==> src/hw/rtl/assert_macros.svh <==
// Assertion macros shared by the slot allocator RTL.
`ifndef ASSERT_MACROS_SVH
`define ASSERT_MACROS_SVH

// Check a condition at every clock edge outside reset.
`define ASSERT_ALWAYS(lbl, cond, msg) \
    lbl: assert property (@(posedge i_clk) disable iff (!i_rst_n) (cond)) else $error(msg);

// Check a consequence in the same cycle as its trigger.
`define ASSERT_IMPLY(lbl, ante, cons, msg) \
    lbl: assert property (@(posedge i_clk) disable iff (!i_rst_n) (ante) |-> (cons)) \
        else $error(msg);

// Check a consequence in the cycle after its trigger.
`define ASSERT_NEXT(lbl, ante, cons, msg) \
    lbl: assert property (@(posedge i_clk) disable iff (!i_rst_n) (ante) |=> (cons)) \
        else $error(msg);

`endif

==> src/hw/rtl/bsa_pkg.sv <==
// Types, constants and helpers of the bitmap slot allocator.
`default_nettype none

package bsa_pkg;

    // Field widths
    localparam int ADDR_W    = 32;
    localparam int CNT_W     = 9;
    localparam int IDX_W     = 8;
    localparam int STAT_W    = 3;
    localparam int CFG_IDX_W = 2;
    localparam int CFG_DAT_W = 32;

    // Bitmap storage word
    localparam int WORD_W  = 32;
    localparam int WORD_SH = 5;

    // Parameter defaults
    localparam int DEF_MAX_POOL_SLOTS = 256;
    localparam int DEF_SLOT_SHIFT     = 12;

    // Register reset values
    localparam logic [ADDR_W-1:0] RST_POOL_BASE  = '0;
    localparam logic [CNT_W-1:0]  RST_INIT_SLOTS = 9'd64;
    localparam logic [CNT_W-1:0]  RST_MAX_SLOTS  = 9'd256;

    // Configuration register indexes
    localparam logic [CFG_IDX_W-1:0] REG_POOL_BASE  = 2'd0;
    localparam logic [CFG_IDX_W-1:0] REG_INIT_SLOTS = 2'd1;
    localparam logic [CFG_IDX_W-1:0] REG_MAX_SLOTS  = 2'd2;

    // Request commands
    localparam logic CMD_ALLOC = 1'b0;
    localparam logic CMD_FREE  = 1'b1;

    // Result status codes
    typedef enum logic [STAT_W-1:0] {
        STAT_OK        = 3'd0,
        STAT_EXHAUSTED = 3'd1,
        STAT_NULL      = 3'd2,
        STAT_RANGE     = 3'd3,
        STAT_FREE      = 3'd4
    } t_status;

    // Sequencer states
    typedef enum logic [2:0] {
        ST_CLEAR,
        ST_IDLE,
        ST_GROW,
        ST_SCAN,
        ST_FCHK,
        ST_FBIT,
        ST_OUT
    } t_state;

    // Effective slot count: zero acts as one, values above the map clamp to it
    function automatic logic [CNT_W-1:0] eff_slots(input logic [CNT_W-1:0] v,
                                                   input int unsigned lim);
        if (v == '0) begin
            return CNT_W'(1);
        end
        if (32'(v) > lim) begin
            return CNT_W'(lim);
        end
        return v;
    endfunction

endpackage

`default_nettype wire

==> src/hw/rtl/bsa_if.sv <==
// Handshake interfaces of the slot allocator: request, result and config write.
`default_nettype none

interface bsa_req_if
    import bsa_pkg::*;
    ();
    logic              valid;
    logic              ready;
    logic              command;
    logic [ADDR_W-1:0] address;

    modport source (output valid, output command, output address, input ready);
    modport sink   (input valid, input command, input address, output ready);
endinterface

interface bsa_rsp_if
    import bsa_pkg::*;
    ();
    logic              valid;
    logic              ready;
    logic [STAT_W-1:0] status;
    logic [ADDR_W-1:0] slot_address;
    logic [IDX_W-1:0]  slot_index;
    logic [CNT_W-1:0]  used_count;
    logic [CNT_W-1:0]  pool_capacity;

    modport source (output valid, output status, output slot_address, output slot_index,
                    output used_count, output pool_capacity, input ready);
    modport sink   (input valid, input status, input slot_address, input slot_index,
                    input used_count, input pool_capacity, output ready);
endinterface

interface bsa_cfg_if
    import bsa_pkg::*;
    ();
    logic                 valid;
    logic                 ready;
    logic [CFG_IDX_W-1:0] index;
    logic [CFG_DAT_W-1:0] data;

    modport source (output valid, output index, output data, input ready);
    modport sink   (input valid, input index, input data, output ready);
endinterface

`default_nettype wire

==> src/hw/rtl/bitmap_slot_allocator_core.sv <==
// Bitmap slot allocator: first-fit slot allocation over a word-organized used map.
//
//  Channel  Dir  Modport  Carries
//  i_cfg    in   sink     register index, write data (always ready)
//  i_req    in   sink     command, address
//  o_rsp    out  source   status, slot_address, slot_index, used_count, pool_capacity
//
//  Alloc: after accept a grow step, then a scan that reads map words in turn through
//  the single map read port until the first free slot is found, at most
//  ceil(capacity / 32) words. An alloc that finds the pool full at its maximum skips the scan.
//  Free: range check and word read, bit update, result; no bit update when a check fails.
//  After reset a clearing pass writes ceil(MAX_POOL_SLOTS / 32) map words, one per
//  cycle, before the first item is accepted; config writes are taken throughout.
//  A waiting result holds in the output register; a finished item waits in ST_OUT.
`default_nettype none
`include "assert_macros.svh"

module bitmap_slot_allocator_core
    import bsa_pkg::*;
#(
    parameter int MAX_POOL_SLOTS = DEF_MAX_POOL_SLOTS,
    parameter int SLOT_SHIFT     = DEF_SLOT_SHIFT
) (
    input  logic      i_clk,
    input  logic      i_rst_n,
    bsa_cfg_if.sink   i_cfg,
    bsa_req_if.sink   i_req,
    bsa_rsp_if.source o_rsp
);

    localparam int DEPTH  = (MAX_POOL_SLOTS + WORD_W - 1) / WORD_W;
    localparam int WA     = (DEPTH > 1) ? $clog2(DEPTH) : 1;
    localparam int SLOT_W = WA + WORD_SH;
    localparam int IW     = (SLOT_W > CNT_W + 1) ? SLOT_W : CNT_W + 1;

    // Sequencer and control state
    t_state n_state;
    t_state r_state;

    logic [ADDR_W-1:0] r_base;
    logic [CNT_W-1:0]  r_maxs;
    logic [CNT_W-1:0]  r_total;
    logic [CNT_W-1:0]  r_cap;
    logic [WA-1:0]     r_clr;

    // Item work registers
    logic              r_cmd;
    logic [ADDR_W-1:0] r_addr;
    logic [SLOT_W-1:0] r_slot;
    t_status           r_status;
    logic [WA-1:0]     r_scan_rd;
    logic [WA-1:0]     r_q_word;
    logic              r_q_vld;
    logic [WORD_W-1:0] r_q;

    // Used map
    logic [WORD_W-1:0] r_map [0:DEPTH-1];

    // Output register
    logic              r_out_vld;
    t_status           r_rsp_status;
    logic [ADDR_W-1:0] r_rsp_addr;
    logic [IDX_W-1:0]  r_rsp_idx;
    logic [CNT_W-1:0]  r_rsp_used;
    logic [CNT_W-1:0]  r_rsp_cap;

    // Combinational signals
    logic [CNT_W-1:0]  maxc;
    logic [CNT_W:0]    grown;
    logic [CNT_W-1:0]  cap_grown;
    logic              need_grow;
    logic              at_max;
    logic [WA-1:0]     last_word;
    logic [WORD_W-1:0] lim_mask;
    logic [WORD_W-1:0] free_bits;
    logic              hit;
    logic [WORD_SH-1:0] enc;
    logic [ADDR_W-1:0] diff;
    logic [ADDR_W-1:0] fslot;
    logic              is_null;
    logic              is_below;
    logic              is_beyond;
    logic              fbit;
    logic              out_free;
    logic              mem_we;
    logic [WA-1:0]     mem_wa;
    logic [WORD_W-1:0] mem_wd;
    logic [WA-1:0]     rd_addr;

    // Capacity growth
    assign maxc      = eff_slots(r_maxs, MAX_POOL_SLOTS);
    assign grown     = {r_cap, 1'b0};
    assign cap_grown = (grown > {1'b0, maxc}) ? maxc : grown[CNT_W-1:0];
    assign need_grow = (r_total >= r_cap);
    assign at_max    = (r_cap >= maxc);
    assign last_word = WA'((r_cap - CNT_W'(1)) >> WORD_SH);

    // Mask the read word to slots below capacity and find its lowest free slot
    always_comb begin
        for (int j = 0; j < WORD_W; j++) begin
            lim_mask[j] = (IW'({r_q_word, WORD_SH'(j)}) < IW'(r_cap));
        end
    end

    assign free_bits = ~r_q & lim_mask;
    assign hit       = |free_bits;

    always_comb begin
        enc = '0;
        for (int j = WORD_W - 1; j >= 0; j--) begin
            if (free_bits[j]) begin
                enc = WORD_SH'(j);
            end
        end
    end

    // Free address checks
    assign diff      = r_addr - r_base;
    assign fslot     = diff >> SLOT_SHIFT;
    assign is_null   = (r_addr == '0);
    assign is_below  = (r_addr < r_base);
    assign is_beyond = (fslot >= 32'(r_cap)) || (fslot >= 32'(MAX_POOL_SLOTS));
    assign fbit      = r_q[r_slot[WORD_SH-1:0]];

    assign out_free  = !r_out_vld || o_rsp.ready;

    // Next state
    always_comb begin
        n_state = r_state;
        case (r_state)
            ST_CLEAR: begin
                if (r_clr == WA'(DEPTH - 1)) begin
                    n_state = ST_IDLE;
                end
            end
            ST_IDLE: begin
                if (i_req.valid) begin
                    n_state = (i_req.command == CMD_FREE) ? ST_FCHK : ST_GROW;
                end
            end
            ST_GROW: begin
                n_state = (need_grow && at_max) ? ST_OUT : ST_SCAN;
            end
            ST_SCAN: begin
                if (r_q_vld && (hit || r_q_word == last_word)) begin
                    n_state = ST_OUT;
                end
            end
            ST_FCHK: begin
                n_state = (is_null || is_below || is_beyond) ? ST_OUT : ST_FBIT;
            end
            ST_FBIT: begin
                n_state = ST_OUT;
            end
            ST_OUT: begin
                if (out_free) begin
                    n_state = ST_IDLE;
                end
            end
            default: begin
                n_state = ST_IDLE;
            end
        endcase
    end

    // Map port control per state
    always_comb begin
        mem_we  = 1'b0;
        mem_wa  = r_q_word;
        mem_wd  = r_q;
        rd_addr = r_scan_rd;
        case (r_state)
            ST_CLEAR: begin
                mem_we = 1'b1;
                mem_wa = r_clr;
                mem_wd = '0;
            end
            ST_SCAN: begin
                if (r_q_vld && hit) begin
                    mem_we = 1'b1;
                    mem_wa = r_q_word;
                    mem_wd = r_q | (WORD_W'(1) << enc);
                end
            end
            ST_FCHK: begin
                rd_addr = fslot[WORD_SH +: WA];
            end
            ST_FBIT: begin
                if (fbit) begin
                    mem_we = 1'b1;
                    mem_wa = r_slot[SLOT_W-1:WORD_SH];
                    mem_wd = r_q & ~(WORD_W'(1) << r_slot[WORD_SH-1:0]);
                end
            end
            default: begin
                mem_we = 1'b0;
            end
        endcase
    end

    assign i_cfg.ready = 1'b1;
    assign i_req.ready = (r_state == ST_IDLE);

    // Advance the sequencer
    always_ff @(posedge i_clk) begin
        if (!i_rst_n) begin
            r_state <= ST_CLEAR;
        end else begin
            r_state <= n_state;
        end
    end

    // Sweep the map clear after reset
    always_ff @(posedge i_clk) begin
        if (!i_rst_n) begin
            r_clr <= '0;
        end else if (r_state == ST_CLEAR) begin
            r_clr <= r_clr + WA'(1);
        end
    end

    // Config registers, allocation count and capacity
    always_ff @(posedge i_clk) begin
        if (!i_rst_n) begin
            r_base  <= RST_POOL_BASE;
            r_maxs  <= RST_MAX_SLOTS;
            r_total <= '0;
            r_cap   <= eff_slots(RST_INIT_SLOTS, MAX_POOL_SLOTS);
        end else begin
            if (r_state == ST_SCAN && r_q_vld && hit) begin
                r_total <= r_total + CNT_W'(1);
            end
            if (r_state == ST_FBIT && fbit && r_total != '0) begin
                r_total <= r_total - CNT_W'(1);
            end
            // a write of the initial size reloads the capacity
            if (i_cfg.valid && i_cfg.index == REG_INIT_SLOTS) begin
                r_cap <= eff_slots(i_cfg.data[CNT_W-1:0], MAX_POOL_SLOTS);
            end else if (r_state == ST_GROW && need_grow && !at_max) begin
                r_cap <= cap_grown;
            end
            if (i_cfg.valid) begin
                case (i_cfg.index)
                    REG_POOL_BASE: begin
                        r_base <= i_cfg.data;
                    end
                    REG_MAX_SLOTS: begin
                        r_maxs <= i_cfg.data[CNT_W-1:0];
                    end
                    default: begin
                        r_base <= r_base;
                    end
                endcase
            end
        end
    end

    // Item work registers: latch the request, walk the map, record the outcome
    always_ff @(posedge i_clk) begin
        case (r_state)
            ST_IDLE: begin
                r_cmd  <= i_req.command;
                r_addr <= i_req.address;
            end
            ST_GROW: begin
                r_scan_rd <= '0;
                r_q_vld   <= 1'b0;
                r_slot    <= '0;
                r_status  <= STAT_EXHAUSTED;
            end
            ST_SCAN: begin
                r_q_word <= r_scan_rd;
                r_q_vld  <= 1'b1;
                if (r_scan_rd != last_word) begin
                    r_scan_rd <= r_scan_rd + WA'(1);
                end
                if (r_q_vld && hit) begin
                    r_slot   <= {r_q_word, enc};
                    r_status <= STAT_OK;
                end
            end
            ST_FCHK: begin
                if (is_null) begin
                    r_status <= STAT_NULL;
                    r_slot   <= '0;
                end else if (is_below || is_beyond) begin
                    r_status <= STAT_RANGE;
                    r_slot   <= '0;
                end else begin
                    r_slot <= SLOT_W'(fslot);
                end
            end
            ST_FBIT: begin
                r_status <= fbit ? STAT_OK : STAT_FREE;
            end
            default: begin
                r_cmd <= r_cmd;
            end
        endcase
    end

    // Map memory: one write port, one registered read port
    always_ff @(posedge i_clk) begin
        if (mem_we) begin
            r_map[mem_wa] <= mem_wd;
        end
        r_q <= r_map[rd_addr];
    end

    // Hold the result until it is taken
    always_ff @(posedge i_clk) begin
        if (!i_rst_n) begin
            r_out_vld <= 1'b0;
        end else if (r_state == ST_OUT && out_free) begin
            r_out_vld <= 1'b1;
        end else if (o_rsp.ready) begin
            r_out_vld <= 1'b0;
        end
    end

    always_ff @(posedge i_clk) begin
        if (r_state == ST_OUT && out_free) begin
            r_rsp_status <= r_status;
            r_rsp_addr   <= (r_cmd == CMD_ALLOC && r_status == STAT_OK) ?
                            r_base + (ADDR_W'(r_slot) << SLOT_SHIFT) : '0;
            r_rsp_idx    <= IDX_W'(r_slot);
            r_rsp_used   <= r_total;
            r_rsp_cap    <= r_cap;
        end
    end

    assign o_rsp.valid         = r_out_vld;
    assign o_rsp.status        = r_rsp_status;
    assign o_rsp.slot_address  = r_rsp_addr;
    assign o_rsp.slot_index    = r_rsp_idx;
    assign o_rsp.used_count    = r_rsp_used;
    assign o_rsp.pool_capacity = r_rsp_cap;

    // Checks
    `ASSERT_NEXT(a_accept_leaves_idle, i_req.valid && i_req.ready, r_state != ST_IDLE, "item accepted but sequencer stayed idle")
    `ASSERT_IMPLY(a_rsp_from_out, $rose(o_rsp.valid), $past(r_state == ST_OUT), "result raised outside the result state")
    `ASSERT_IMPLY(a_free_count, r_state == ST_FBIT && fbit, r_total != '0, "used slot found while count is zero")
    `ASSERT_ALWAYS(a_cap_bound, (r_cap != '0) && (32'(r_cap) <= MAX_POOL_SLOTS), "capacity outside the map")

endmodule

`default_nettype wire

==> src/flat_wrapper.sv <==
// flat-port wrapper written by rule: the top's interface ports become plain ports
module bitmap_slot_allocator_core_flat import bsa_pkg::*;
#(
    parameter int MAX_POOL_SLOTS = DEF_MAX_POOL_SLOTS,
    parameter int SLOT_SHIFT     = DEF_SLOT_SHIFT
)
  (i_clk, i_rst_n, i_cfg_valid, i_cfg_index, i_cfg_data, i_cfg_ready, i_req_valid, i_req_command, i_req_address, i_req_ready, o_rsp_valid, o_rsp_status, o_rsp_slot_address, o_rsp_slot_index, o_rsp_used_count, o_rsp_pool_capacity, o_rsp_ready);
  bsa_cfg_if i_cfg_i ();
  bsa_req_if i_req_i ();
  bsa_rsp_if o_rsp_i ();
  input  logic i_clk;
  input  logic i_rst_n;
  input wire logic [$bits(i_cfg_i.valid)-1:0] i_cfg_valid;
  input wire logic [$bits(i_cfg_i.index)-1:0] i_cfg_index;
  input wire logic [$bits(i_cfg_i.data)-1:0] i_cfg_data;
  output wire logic [$bits(i_cfg_i.ready)-1:0] i_cfg_ready;
  input wire logic [$bits(i_req_i.valid)-1:0] i_req_valid;
  input wire logic [$bits(i_req_i.command)-1:0] i_req_command;
  input wire logic [$bits(i_req_i.address)-1:0] i_req_address;
  output wire logic [$bits(i_req_i.ready)-1:0] i_req_ready;
  output wire logic [$bits(o_rsp_i.valid)-1:0] o_rsp_valid;
  output wire logic [$bits(o_rsp_i.status)-1:0] o_rsp_status;
  output wire logic [$bits(o_rsp_i.slot_address)-1:0] o_rsp_slot_address;
  output wire logic [$bits(o_rsp_i.slot_index)-1:0] o_rsp_slot_index;
  output wire logic [$bits(o_rsp_i.used_count)-1:0] o_rsp_used_count;
  output wire logic [$bits(o_rsp_i.pool_capacity)-1:0] o_rsp_pool_capacity;
  input wire logic [$bits(o_rsp_i.ready)-1:0] o_rsp_ready;
  assign i_cfg_i.valid = i_cfg_valid;
  assign i_cfg_i.index = i_cfg_index;
  assign i_cfg_i.data = i_cfg_data;
  assign i_cfg_ready = i_cfg_i.ready;
  assign i_req_i.valid = i_req_valid;
  assign i_req_i.command = i_req_command;
  assign i_req_i.address = i_req_address;
  assign i_req_ready = i_req_i.ready;
  assign o_rsp_valid = o_rsp_i.valid;
  assign o_rsp_status = o_rsp_i.status;
  assign o_rsp_slot_address = o_rsp_i.slot_address;
  assign o_rsp_slot_index = o_rsp_i.slot_index;
  assign o_rsp_used_count = o_rsp_i.used_count;
  assign o_rsp_pool_capacity = o_rsp_i.pool_capacity;
  assign o_rsp_i.ready = o_rsp_ready;
  bitmap_slot_allocator_core #(.MAX_POOL_SLOTS(MAX_POOL_SLOTS), .SLOT_SHIFT(SLOT_SHIFT)) u_core (.i_clk(i_clk), .i_rst_n(i_rst_n), .i_cfg(i_cfg_i), .i_req(i_req_i), .o_rsp(o_rsp_i));
endmodule
==> config.mk <==
export PLATFORM = sky130hd
export DESIGN_NAME = bitmap_slot_allocator_core_flat
export DESIGN_NICKNAME = d
export VERILOG_FILES = /design/src/hw/rtl/bsa_pkg.sv /design/src/hw/rtl/bsa_if.sv /design/src/hw/rtl/bitmap_slot_allocator_core.sv /design/src/flat_wrapper.sv
export VERILOG_INCLUDE_DIRS = /design/src /design/src/hw/rtl
export SDC_FILE = /design/constraint.sdc
export NUM_CORES = 1
export LEC_CHECK = 0
export BUFFER_PORTS_ARGS = -buffer_cell sky130_fd_sc_hd__clkbuf_2
export CORE_ASPECT_RATIO = 0.6
export CORE_MARGIN = 2
export CORE_UTILIZATION = 55
export DETAILED_ROUTE_END_ITERATION = 8
export PLACE_DENSITY = 0.74
export SYNTH_ARGS = -nofsm -noshare
export SYNTH_HDL_FRONTEND = slang
export SYNTH_SLANG_ARGS = --single-unit
==> constraint.sdc <==
create_clock -name i_clk -period 8.9 [get_ports i_clk]
set_clock_uncertainty 0.05 [all_clocks]
set_input_delay 0.89 -clock i_clk [delete_from_list [all_inputs] [get_ports i_clk]]
set_output_delay 0.89 -clock i_clk [all_outputs]
set_load 0.005 [all_outputs]
==> flow_summary.toml <==
[run_status]
status = "completed"

[floorplan]
ios = 136
rows = 58
design.core.area_um2 = 41800
initial_core_util = 0.557
die_h_um = 163
die_width_um = 270
dieArea_um2 = 44000

[worst_setup_path]
ff2ff_path_depth = 19
critPathMaxFanout = 6
cp-end-kind = "flip-flop"
worstSetupStartpointType = "flip-flop"
setup.worst_path.class = "flip-flop to flip-flop"
slowest_stage = "a2111oi_0"
critPathRequiredTime_ns = 9.24
arrival_ns = 5.72
crit_buf_inv = 1
cp_top_family = "compound AO/OA/AOI/OAI gates"
slowest_delay_ns = 0.52
rr_startpoint = "u_core.r_addr[9]"
crit_chain = "ha_1 > a21oi_1 > o211ai_1 > a21oi_1 > o21ai_0 > a21oi_1 > inv_1 > a21oi_1 > xnor2_1 > ha_1 > nand3_1 > a21oi_1 > a2111oi_0 > o2bb2ai_1 > nor4_1 > nand3_1 > nor4_2 > nand3_1 > o21ai_1"
rrSetupSlack_ns = 3.52
crit_top_cell = "a21oi_1"
r2r_end = "u_core.r_slot[6]"

[hold_path]
hp-class = "flip-flop to flip-flop"
whs_path_depth = 2
hold_start = "u_core.r_base[11]"
worstHoldEndpoint = "u_core.r_base[11]"

[final_layout]
n_antenna_cell = 0
layout_commonest_cell = "edfxtp_1"
syn2layout_area_growth_pct = 11.2
drive_gt1_frac = 0.144
mostFrequentLayoutCells = "edfxtp_1 (368), mux2i_1 (218), nand2_1 (201)"
final_nets = 2241

[power_and_ir_drop]
switching_share = 0.351
pwr-share-comb = 0.318
clkPwrFrac = 0.229
ir_drop_uv = 233
power.switching_w = 0.00272
p_leak_nw = 9.58
p_per_area_nw_per_um2 = 300
seqPwrFrac = 0.453
power.internal_w = 0.00503

[synth]
ys.warnings.count = 0
syn_area_um2 = 23300
ys_ff_latch = 466
synth.distinct_cells = 91
post_synth.cell_area_avg_um2 = 11.9
dominantRegCellSynth = "edfxtp_1"
synth_fp_nets = 2121
async_flop_share = 0
synth_edf_count = 368
syn_inst = 1959
ys_seq_area_frac = 0.559

[timing]
hold_slack_ns = 0.420
slew_headroom = 0.150
max_freq_mhz = 186
slew_violations = 0
rsz0062_at_grt = "false"
fin_crit_ns = 5.38
fin_setup_tns_ns = 0
setup_violations = 0
fin_crit_sh = 0.604
hold_violations = 0
tightestPinTransition_ns = 1.26

[clock_tree]
cts_resized = 0
numClockSinks = 466
ctsHtreeMaxLevel = 2
cts_tree = "done"
postCtsSetupRepairBufs = 0
cts_made_buffers = 43
insertion_delay_ns = 0.57
postCtsHoldBufs = 0
cts-root-buf = "clkbuf_16"
cts.clk_slew.worst_paths_ns = 0.06
cts_buffer_depth = 3

[global_routing]
grt_max_degree = 68
antenna_found_initial = 1
overflow = 0
grt_pass1_wl_mm = 93.1
grt_use_total = 0.277
grt_pass1_vias = 15500

[run]
max_cap_viol_count = 0

[placed_design]
gp_congestion = 1.01
dp_hpwl_mm = 43.6
port_buffers = 134

[detailed_routing]
via_per_inst = 6.19
drt-initial-drc-count = 1937
num_vias = 16600
drt_wl_total_mm = 61.7
drtAntennaViolNets = 0
drt-pass1-iter-count = 8
drc = 0
wl_per_cell_um = 23.0
## through the flow
stage	cells	cell area [µm²]	total power [W]	utilization	setup WS, ns
floorplan	1959	23300	0.00512	-	3.15
global placement	2604	24500	0.00588	0.587	3.94
detailed placement	2604	24500	0.00597	0.587	3.74
CTS	2681	25900	0.00774	0.619	3.72
global route	2681	25900	0.00812	0.619	3.27
finish	2681	25900	0.00775	0.619	3.52
## power by group through the flow
stage / combinational [W] / sequential, W / clock [W]
3_5_place_dp: 0.00243 / 0.00354 / 0
6_report: 0.00247 / 0.00351 / 0.00177
4_1_cts: 0.00245 / 0.00350 / 0.00180
2_1_floorplan: 0.00173 / 0.00339 / 0
5_1_grt: 0.00269 / 0.00355 / 0.00188
3_3_place_gp: 0.00236 / 0.00352 / 0
## metal layers
metal,part of all wire,vias to the layer above,global-route usage
met5,0.00021,-,0.00110
met4,0.015,2,0.0566
met3,0.11,90,0.0803
met2,0.40,747,0.372
met1,0.47,8166,0.437
li1,-,7592,-
## state kept, by name, indices dropped and copies added, names as in the netlist, 9 cells and up
register and flops:
u_core.r_maxs 9, u_core.o_rsp.used_count 9, u_core.r_cap 9, u_core.r_q 32, u_core.r_base 32, u_core.r_total 9
u_core.r_addr 32, u_core.o_rsp.pool_capacity 9, u_core.o_rsp.slot_address 32, u_core.r_map 256
## cells in the mapped netlist, types with 18 or more instances
library cell	n	area, µm²
nor3_1	34	170
a31oi_1	20	125
o211ai_1	27	203
edfxtp_1	368	11100
mux2i_1	221	2210
a21o_1	20	150
buf_2	21	105
mux2_2	33	372
xnor2_1	29	254
ha_1	88	1100
nor2b_1	28	175
nor2_1	96	360
dfxtp_1	98	1960
a211oi_1	18	135
and2_1	25	156
inv_1	77	289
a21oi_1	83	415
o21ai_0	87	435
nand3_1	38	190
nand2_1	201	754
clkbuf_1	45	169
a21boi_0	40	300
## worst reg2reg max path: stages, from the launching register on
cell and delay, ns:
edfxtp_1 0.40, ha_1 0.32, a21oi_1 0.32, o211ai_1 0.14, a21oi_1 0.36, o21ai_0 0.25, a21oi_1 0.29, inv_1 0.07
a21oi_1 0.18, xnor2_1 0.27, ha_1 0.33, nand3_1 0.07, a21oi_1 0.04, a2111oi_0 0.52, o2bb2ai_1 0.15, nor4_1 0.24
nand3_1 0.12, nor4_2 0.51, nand3_1 0.35, o21ai_1 0.23
## worst max-delay path by stage
stage                                start                             to  cells after the start
after floorplan                o_rsp_ready  u_core.o_rsp.pool_capacity[0]                      2
after global placement    u_core.r_addr[9]             u_core.r_status[0]                     18
after detailed placement  u_core.r_slot[1]              u_core.r_total[8]                     17
after CTS                 u_core.r_slot[1]              u_core.r_total[8]                     17
after global routing      u_core.r_addr[9]               u_core.r_slot[6]                     18
final                     u_core.r_addr[9]               u_core.r_slot[6]                     19
## layout make-up
cell class	instances	area, µm²
Clock inverter	14	91.3
Sequential cell	466	13000
Tap cell	570	713
Fill cell	3300	15900
Inverter	79	297
Timing Repair Buffer	163	888
Clock buffer	63	1240
Multi-Input combinational cell	1326	9630
## kinds of logic (layout without fill, tap and decap cells)
logic type,after synthesis,count (layout),synth area share
AO/OA/AOI/OAI,417,417,0.120
flip-flops,466,466,0.559
XOR/XNOR,42,42,0.0161
adder cells (fa/ha/maj),90,90,0.0490
buffers and inverters,167,319,0.0315
other,1,1,0.000161
AND/OR/NAND/NOR,514,514,0.105
multiplexers,262,262,0.119
Note: power is estimated with default switching activity, not from simulation.
